--- src/assert_macros.svh ---
// Assertion helpers used by the stack engine RTL.
`ifndef ASSERT_MACROS_SVH
`define ASSERT_MACROS_SVH
`ifndef SYNTH
`define SE_ASSERT_IMP(label, clk, rst_n, ante, cons) \
	label: assert property (@(posedge clk) disable iff (!rst_n) (ante) |-> (cons)) \
	else $error("assertion failed");
`define SE_ASSERT_NEXT(label, clk, rst_n, ante, cons) \
	label: assert property (@(posedge clk) disable iff (!rst_n) (ante) |=> (cons)) \
	else $error("assertion failed");
`else
`define SE_ASSERT_IMP(label, clk, rst_n, ante, cons)
`define SE_ASSERT_NEXT(label, clk, rst_n, ante, cons)
`endif
`endif

--- src/se_pkg.sv ---
package se_pkg;
	localparam int DEPTH = 64;
	localparam int CW    = $clog2(DEPTH + 1);
	localparam int LIMIT = 64;

	localparam logic [2:0] OPC_PUSH   = 3'd0;
	localparam logic [2:0] OPC_POP    = 3'd1;
	localparam logic [2:0] OPC_MIDDLE = 3'd2;
	localparam logic [2:0] OPC_MINMAX = 3'd3;
	localparam logic [2:0] OPC_SORT   = 3'd4;
	localparam logic [2:0] OPC_DUMP   = 3'd5;

	localparam logic [1:0] ST_OK    = 2'd0;
	localparam logic [1:0] ST_FULL  = 2'd1;
	localparam logic [1:0] ST_EMPTY = 2'd2;

	typedef struct packed {
		logic [2:0]         opcode;
		logic signed [31:0] push_value;
	} cmd_t;

	typedef struct packed {
		logic signed [31:0] value;
		logic signed [31:0] second_value;
		logic [1:0]         status;
		logic [6:0]         fill_count;
		logic               last;
	} rsp_t;

	typedef enum logic [2:0] {
		CELL_HOLD,
		CELL_PUSH,
		CELL_POP,
		CELL_ROT,
		CELL_SORT
	} cell_op_t;

	typedef struct packed {
		cell_op_t op;
		logic     is_end;
		logic     pair_lo;
		logic     pair_hi;
	} cell_ctl_t;
endpackage

--- src/se_cell.sv ---
module se_cell (
	input  logic                     clk,
	input  se_pkg::cell_ctl_t        ctl,
	input  logic signed [31:0]       up,
	input  logic signed [31:0]       dn,
	input  logic signed [31:0]       top,
	output logic signed [31:0]       q
);
	import se_pkg::*;

	logic signed [31:0] q_q;

	assign q = q_q;

	// Shift, rotate or compare-swap with a neighbor
	always_ff @(posedge clk) begin
		case (ctl.op)
			CELL_PUSH: q_q <= up;
			CELL_POP:  q_q <= dn;
			CELL_ROT:  q_q <= ctl.is_end ? top : dn;
			CELL_SORT: begin
				if (ctl.pair_lo) begin
					q_q <= (dn < q_q) ? dn : q_q;
				end else if (ctl.pair_hi) begin
					q_q <= (up > q_q) ? up : q_q;
				end
			end
			default: q_q <= q_q;
		endcase
	end
endmodule

--- config.mk ---
export PLATFORM = sky130hd
export DESIGN_NAME = se_cell
export DESIGN_NICKNAME = d
export VERILOG_FILES = /design/src/assert_macros.svh /design/src/se_pkg.sv /design/src/se_cell.sv
export SDC_FILE = /design/constraint.sdc
export NUM_CORES = 1
export LEC_CHECK = 0
export BUFFER_PORTS_ARGS = -buffer_cell sky130_fd_sc_hd__buf_2
export CAP_MARGIN = 10
export CELL_PAD_IN_SITES_DETAIL_PLACEMENT = 1
export CELL_PAD_IN_SITES_GLOBAL_PLACEMENT = 1
export CORE_UTILIZATION = 35
export CTS_BUF_LIST = sky130_fd_sc_hd__clkbuf_16
export CTS_CLUSTER_SIZE = 20
export DETAILED_ROUTE_END_ITERATION = 12
export PLACE_DENSITY = 0.81
export RECOVER_POWER = 50
export REMOVE_ABC_BUFFERS = 1
export SKIP_CTS_REPAIR_TIMING = 1
export SYNTH_ARGS = -nofsm -noshare
export SYNTH_HDL_FRONTEND = slang
export SYNTH_SLANG_ARGS = --single-unit
--- constraint.sdc ---
create_clock -name clk -period 4.9 [get_ports clk]
set_clock_uncertainty 0.15 [all_clocks]
set_input_delay 0.735 -clock clk [delete_from_list [all_inputs] [get_ports clk]]
set_output_delay 0.735 -clock clk [all_outputs]
set_load 0.01 [all_outputs]
After elaboration in Yosys (flattened, before gate mapping) --
Cells that the tools add are included.
Storage, ports and cells: register bits after elaboration 32, input bits 103, output and inout bits 32, word-level logic and storage cells 18
Operators by class: order comparisons 2, equality and inequality tests 7, muxes and demuxes 6, reductions and logical operators 2
Operators by type and width (number):
- $mux 32 | 5
- $pmux 32 s4 | 1
- $gt 32x32->1 | 1
- $lt 32x32->1 | 1
- $ne 3x3->1 const B | 3
- $eq 3x2->1 const B | 2
- $reduce_and 4->1 | 1
- $reduce_bool 4->1 | 1
- $eq 3x1->1 const B | 1
- $eq 3x3->1 const B | 1

Longest topological paths before layout --
Gate-level depths: netlist (run 1).
depth in word-level cells 5, mapped depth 8, mapped depth without buffers 8

Least setup slack after synthesis (run 1) --
Ideal clock, no wire load.
kind input -> register, from in up[31], to reg q_q[0], in the netlist q[0] (enable), arrival 3.521 ns, data required time 4.326 ns, setup slack 0.804 ns, cell stages on the path 6, buffers on the path 0, path through ha_1 > nand4_2 > nor4_4 > or3b_1 > and4_4 > o31ai_2
Between the ends: longest elaborated chain between the ends 3
Ends and longest elaborated chain:
- from (decl) | RTL line se_cell.sv:4 | input logic signed [31:0] up,
- $gt 32x32->1 | RTL line se_cell.sv:25 | q_q <= (up > q_q) ? up : q_q;
- $ne 3x3->1 (no source line)
- $reduce_and 4->1 (no source line)
- to (signal assigned) | RTL line se_cell.sv:23 | q_q <= (dn < q_q) ? dn : q_q;
- to (signal assigned) | RTL line se_cell.sv:25
- to (signal assigned) | RTL line se_cell.sv:28 | default: q_q <= q_q;
- to (decl) | RTL line se_cell.sv:11 | logic signed [31:0] q_q;
No other way between the ends. A chain may end at the register's enable or synchronous reset.

Worst setup path in the final report (run 1) --
from in ctl[5] (netlist bit), to reg q_q[23], in the netlist q[23] (data pin)
Between the ends: longest elaborated chain between the ends 2, elaborated cells between the ends (all ways) 5
Ends and longest elaborated chain:
- from (decl) | RTL line se_cell.sv:3 | input se_pkg::cell_ctl_t ctl,
- $eq 3x3->1, or another cell as far along | RTL line se_cell.sv:17 | case (ctl.op)
- $pmux 32 s4 * | RTL line se_cell.sv:17
- to (signal assigned) | RTL line se_cell.sv:18 | CELL_PUSH: q_q <= up;
- to (signal assigned) | RTL line se_cell.sv:19 | CELL_POP: q_q <= dn;
- to (signal assigned) | RTL line se_cell.sv:20 | CELL_ROT: q_q <= ctl.is_end ? top : dn;
Every way passes the cells marked *; elsewhere a longest branch is shown, timed or not.

==> key figures, run 1 <==
Status
  – Status: completed

Timing
  – Setup TNS: 0 ns
  – Worst slew margin: roughly an eighth
  – Fmax: 276 MHz
  – Period utilisation layout: 73.9%
  – Worst-Margin Slew: between 1 and 1.5 ns
  – Final Slew Violations: 0
  – Final Hold Viols: 0
  – RSZ-0062 raised after global routing: no
  – Fin crit period: 3.62 ns
  – Setup Viol. Count Final: 0

Yosys
  – Simple-gate share of the synthesized area: 10.5%
  – Post-synthesis sequential area ratio: 31.7%
  – Syn Inst Count: roughly 310
  – Top_reg_cell synth: edfxtp_1
  – Post-synth EDFFs: 32
  – Post-Synth Adder-Cell Area: 26.0%
  – Post-Synth XOR/XNOR Area: 0%
  – Mean Syn Cell Area: approximately 9.7 µm²
  – Post-synthesis sequential element count: 32
  – Compound-cell area share of the yosys netlist: 22.0%
  – Yosys warns: 0
  – Asr flop ratio synth: 0%
  – Synth unique cells: 41
  – Post-synthesis mux area share: 0%
  – Largest family of logic cells by synthesized area: adder cells
  – Cell Area, Synth: 0.00303 mm²

Finish
  – Max reg flops: 32
  – N_diodes: 0
  – Final Cell Area: 0.00394 mm²
  – Most common cell after layout, fill and taps aside: buf_2
  – Most frequent cells in the layout: buf_2 (101), inv_1 (70), ha_1 (63), clkbuf_1 (34)
  – Layout cell share with drive strength beyond 1: 26.6%
  – Fin cells: 552
  – # nets final: 612
  – Core Util, Final: 47.4%
  – Filler Cell Count: 1007
  – Syn-to-layout area delta: 30.1%

Global routing
  – Vias in the first global route: roughly 3300
  – Grt ovf: 0
  – Pin count of the biggest net entering global routing: 33
  – GRT Total Usage: 23.4%
  – First-pass GRT wire length: 16.0 mm
  – Met3 global-route usage: 3.54%
  – Met1 Use GR: 27.6%
  – Initial antenna violation count: 1
  – Busiest grt layer: met2
  – Routing usage on met2: about 43%

Critical path
  – Setup crit end kind: flop
  – Critical path class: input port to flop
  – WP data arrival: 3.60 ns
  – Slowest cell on crit path: o22ai_1
  – Worst-path cell chain: clkbuf_1 > nor2b_1 > nor2_1 > o22ai_1 > clkbuf_1 > a222oi_1 > inv_1
  – R2R Path Start: q[13]
  – Critical Path Sink: q[23]
  – Startpoint types: input port
  – R2R cell count: 9
  – Setup crit start: ctl[5]
  – Critical-path maximum fanout: 17
  – Reg2reg end: q[2]
  – CP peak stage delay: 1.01 ns
  – Critical Path RT: approximately 4.9 ns
  – R2R Setup Slk: 1.58 ns
  – Worst path most repeated cell: clkbuf_1

Worst hold path
  – Hold WC Path Type: input port to flop

Floorplanning
  – Die width: 95.0 µm
  – Core Area: 0.00830 mm²
  – Die Footprint: 0.00902 mm²
  – IO Count: 135
  – Die height: 95.0 µm
  – Row count: 33
  – Initial cell density of the core: 36.5%

Place
  – Placement Cell Area: about 0.0039 mm²
  – Detail Placement HPWL: 8.51 mm
  – Routability congestion estimate: 0.794
  – Dpl cells: 544
  – Port Buffers: roughly 130

Routing
  – Drt pass-1 iters: 5
  – Via count: 3076
  – DR vias/cell: 5.57
  – Initial DRC Count: 192
  – DRT antenna net count: 0
  – Wire length per cell: 18.5 µm
  – # DRC: 0
  – WL final: between 10 and 15 mm

Power
  – Pleak: 2.04 nW
  – VDD IR-drop max: approximately 0.13 mV
  – PwrDens: 246 mW/mm²

Clock network
  – CTS H-tree depth: 2
  – CTS tree: built
  – TritonCTS buffer count: 5
  – CTS Sinks: 32
  – Reg clk slew, reported paths: about 0.06 ns
  – Bufs on Longest Clock Path: 2
  – Worst skew pair latency: ~0.28 ns
  – CTS Root Cell: clkbuf_16

Flow run
  – Number of max-cap violations: 0
-- through the flow --
step / hold slack [ns] / power, mW / worst slack (ns)
after floorplan: 0.779 / 0.535 / 0.804
after global placement: 0.882 / 0.662 / 1.31
after detailed placement: 0.890 / 0.681 / 1.18
after CTS: 0.604 / 0.984 / 1.45
after global routing: 0.615 / 1.03 / 1.17
final: 0.606 / 0.970 / 1.28
-- cells by family (layout without fill, tap and decap cells) --
kind of cell,count (synthesis),after routing
AO/OA/AOI/OAI,86,86
adder cells (fa/ha/maj),63,63
buffers and inverters,78,214
flip-flops,32,32
AND/OR/NAND/NOR,52,52
-- worst max-delay path, delay by kind of cell --
kind	cells	cell delay, ns
buf+inv	3	1.09
simple gates	2	0.49
compound gates	2	1.28
-- synthesized netlist by cell type (2+ instances only) --
| cell type | n | area, µm² |
|---|---|---|
| o21ai_1 | 2 | 10.0 |
| or4_1 | 2 | 15.0 |
| ha_1 | 63 | 788 |
| a222oi_1 | 32 | 320 |
| nand2_1 | 10 | 37.5 |
| inv_1 | 68 | 255 |
| nor2_1 | 9 | 33.8 |
| nand3_1 | 5 | 25.0 |
| a21o_1 | 6 | 45.0 |
| o21ai_0 | 5 | 25.0 |
| nand4_1 | 11 | 68.8 |
| edfxtp_1 | 32 | 961 |
| a31oi_1 | 3 | 18.8 |
| nand4_2 | 3 | 37.5 |
| clkbuf_1 | 10 | 37.5 |
| nor2b_1 | 3 | 18.8 |
| a221oi_1 | 2 | 17.5 |
| a21oi_1 | 22 | 110 |
-- layout make-up --
type / instances / area, µm² / area share [%]
Multi-Input combinational cell: 201 / 1800 / 45.6
Sequential cell: 32 / 961 / 24.4
Timing Repair Buffer: 138 / 656 / 16.7
Inverter: 68 / 255 / 6.48
Tap cell: 105 / 131 / 3.34
Clock buffer: 5 / 125 / 3.18
Clock inverter: 3 / 11.3 / 0.286
-- where the power goes --
group | total (mW) | internal, mW | leakage (nW) | switching [mW]
combinational | 0.321 | 0.135 | 1.66 | 0.186
sequential | 0.349 | 0.335 | 0.311 | 0.0132
clock | 0.300 | 0.183 | 0.0738 | 0.117
total | 0.970 | 0.653 | 2.04 | 0.317
-- routing by layer --
layer  share of wire [%]  vias to the layer above
met1                  41                     1466
li1                    -                     1475
met4                 2.4                        2
met2                  52                      113
met5                0.13                        -
met3                 4.8                       20
-- worst min path at each step --
stage,start,end,slack (ns),cells past startpoint
after CTS,top[21],q[21],0.60,3
after global routing,top[11],q[11],0.62,3
after detailed placement,top[21],q[21],0.89,3
final,top[21],q[21],0.61,3
after floorplan,up[0],q[0],0.78,2
after global placement,top[12],q[12],0.88,3
Power figures use the tool's default switching activity.
==> run 2: changes to the inputs <==
ABC_AREA = 1   (was default)
CORE_UTILIZATION = 36   (was 35)
PLACE_DENSITY = 0.83   (was 0.81)
clock period = 3.69 ns   (was 4.9 ns; I/O delays follow)
==> run 2 against run 1 <==
Effect of this change:
- non-clock buffer count is 3 higher
- clock power grew 34%
- critical path depth rose by 7
- worst hold slack got worse by 0.16 ns
- largest cell class unchanged
- highest routed layer is now met4
==> key figures, run 2 <==
Status
  – Status: completed

Clock network
  – Worst skew pair latency: 0.28 ns (about the same)
  – CTS Root Cell: clkbuf_16
  – TritonCTS buffer count: 5 (unchanged)
  – Reg clk slew, reported paths: 0.06 ns (about the same)
  – CTS H-tree depth: 2 (unchanged)
  – CTS tree: built
  – Bufs on Longest Clock Path: 2 (unchanged)
  – CTS Sinks: 32 (unchanged)

Floorplanning
  – IO Count: 135 (unchanged)
  – Die Footprint: 0.0108 mm² (+19%)
  – Die height: 104 µm (+9.2%)
  – Initial cell density of the core: 37.6% (+1.1 points)
  – Core Area: 0.00991 mm² (+19%)
  – Die width: 104 µm (+9.2%)
  – Row count: 36 (+9.1%)

Routing
  – Initial DRC Count: 109 (-43%)
  – # DRC: 0 (unchanged)
  – Via count: 3821 (+24%)
  – DRT antenna net count: 0 (unchanged)
  – DR vias/cell: 4.96 (-11%)
  – Wire length per cell: 15.3 µm (-18%)
  – Drt pass-1 iters: 4 (-1)
  – WL final: 11.8 mm (+15%)

Yosys
  – Yosys warns: 0 (unchanged)
  – Top post-synthesis cells by area: edfxtp_1 (26%), ha_1 (21%), nand2_1 (17%), inv_1 (8.3%), o211ai_2 (7.0%)
  – Asr flop ratio synth: 0% (unchanged)
  – Top_reg_cell synth: edfxtp_1
  – Cell taking the most area after synthesis: edfxtp_1
  – Syn Inst Count: 505 (+62%)
  – Post-synthesis sequential area ratio: 25.8% (-6.0 points)
  – Synth unique cells: 31 (-24%)
  – Post-synthesis sequential element count: 32 (unchanged)
  – Post-synth top cells: nand2_1 (168), inv_1 (82), ha_1 (63), o21ai_0 (39), edfxtp_1 (32)
  – Post-synth EDFFs: 32 (unchanged)
  – Mean Syn Cell Area: 7.38 µm² (-24%)
  – Cell Area, Synth: 0.00373 mm² (+23%)
  – Count leader, synth: nand2_1
  – Top-area cell type share of the netlist area: 25.8% (-6.0 points)

Critical path
  – Worst path most repeated cell: nand2_1
  – Setup crit end kind: flop
  – WP data arrival: 2.38 ns (-1.22 ns)
  – Critical-path maximum fanout: 17 (unchanged)
  – Startpoint types: flop
  – Critical Path RT: 3.49 ns (-1.39 ns)
  – R2R cell count: 14 (+5)
  – Worst-path cell chain: inv_1 > ha_1 > a21oi_1 > o21ai_0 > a21oi_1 > nand2_1 > nand2_2 > nand2_1 > nand2_1 > nand3_1 > nand2_1 > nand2_1 > nor2_4 > buf_4
  – CP peak stage delay: 0.41 ns (-0.60 ns)
  – Critical path class: flop to flop
  – Reg2reg end: q[5]
  – R2R Setup Slk: 1.12 ns (-0.46 ns)
  – R2R Path Start: q[15]
  – Slowest cell on crit path: edfxtp_1

Timing
  – Setup TNS: 0 ns (unchanged)
  – Final Hold Viols: 0 (unchanged)
  – Fmax: approximately 390 MHz
  – Setup Viol. Count Final: 0 (unchanged)
  – Worst slew margin: 32.0% (+20 points)
  – Worst-Margin Slew: 1.02 ns (-0.297 ns)
  – Period utilisation layout: between 60% and 70%
  – Final Slew Violations: 0 (unchanged)
  – Fin crit period: 2.57 ns
  – RSZ-0062 raised after global routing: no

Place
  – Port Buffers: 134 (unchanged)
  – Detail Placement HPWL: 9.55 mm (+12%)
  – Routability congestion estimate: 0.791 (-0.42%)
  – Dpl cells: 763 (+40%)

Worst hold path
  – Hold depth: 3 (unchanged)
  – WHS Endpoint: q[13]
  – Hold WC Path Type: input port to flop
  – Worst hold start: up[13]

Global routing
  – Grt ovf: 0 (unchanged)
  – Vias in the first global route: 4143 (+27%)
  – Initial antenna violation count: 0 (-1)
  – First-pass GRT wire length: 19.1 mm (+19%)
  – Pin count of the biggest net entering global routing: 65 (+97%)
  – GRT Total Usage: 21.8% (-1.6 points)

Finish
  – Syn-to-layout area delta: 22.4%
  – Core Util, Final: 46.0% (-1.4 points)
  – N_diodes: 0 (unchanged)
  – Layout cell share with drive strength beyond 1: 21.3% (-5.3 points)
  – Fin cells: 771 (+40%)
  – Max reg flops: 32 (unchanged)
  – Filler Cell Count: 1362 (+35%)
  – # nets final: 803 (+31%)
  – Most frequent cells in the layout: nand2_1 (168), buf_2 (102), inv_1 (84), ha_1 (63), o21ai_0 (39)
  – Most common cell after layout, fill and taps aside: nand2_1

Power
  – PwrDens: 304 mW/mm² (+23%)
  – Pleak: 2.40 nW (+17%)
  – VDD IR-drop max: 0.182 mV (+36%)

Flow run
  – Number of max-cap violations: 0 (unchanged)
run 2: layout make-up:
type | instances | area, µm² | area share, %
Sequential cell | 32 | 961 | 21.1
Timing Repair Buffer | 141 | 679 | 14.9
Tap cell | 133 | 166 | 3.65
Clock inverter | 3 | 11.3 | 0.247
Inverter | 83 | 312 | 6.83
Multi-Input combinational cell | 374 | 2310 | 50.6
Clock buffer | 5 | 125 | 2.74
run 2: how the worst max path moves through the flow:
stage,start,to,slack (ns),depth (start not counted)
after global routing,q[15],q[18],0.92,14
final,q[15],q[5],1.12,14
after CTS,q[15],q[18],1.11,14
after floorplan,up[29],q[0],0.17,12
after global placement,up[15],q[15],0.94,14
after detailed placement,up[11],q[11],0.90,14
run 2: power by group:
group	internal [mW]	leakage (nW)	switching, mW
logic	0.200	2.01	0.310
registers	0.451	0.313	0.0212
clock network	0.243	0.0738	0.160
run 2: kinds of logic after synthesis:
family,Yosys count,synth area share (%)
AO/OA/AOI/OAI,108,20.0
adder cells (fa/ha/maj),63,21.1
buffers and inverters,99,11.2
flip-flops,32,25.8
AND/OR/NAND/NOR,203,21.9
run 2: per-layer routing:
metal	global-route usage [%]	wire length [µm]	vias to the layer above	part of all wire [%]
met5	0	0	-	0
met4	3.78	74	0	0.63
met3	3.96	537	6	4.6
met2	41.9	5990	96	51
met1	25.2	5150	1782	44
li1	-	-	1937	-
run 2: stage by stage:
stage / power (mW) / setup slack, ns / instance area (µm²) / hold slack, ns
6_report: 1.39 / 1.12 / 4560 / 0.444
2_1_floorplan: 0.782 / 0.169 / 3620 / 0.602
3_3_place_gp: 0.972 / 0.937 / 4520 / 0.715
5_1_grt: 1.48 / 0.917 / 4560 / 0.449
3_5_place_dp: 1.01 / 0.896 / 4520 / 0.713
4_1_cts: 1.42 / 1.11 / 4660 / 0.427
run 2: critical path: cells and delay by family (launching register included):
family / cells / cell delay [ns]
AO/OA/AOI/OAI: 3 / 0.44
adder cells (fa/ha/maj): 1 / 0.25
buffers and inverters: 2 / 0.38
flip-flops: 1 / 0.41
AND/OR/NAND/NOR: 8 / 0.59
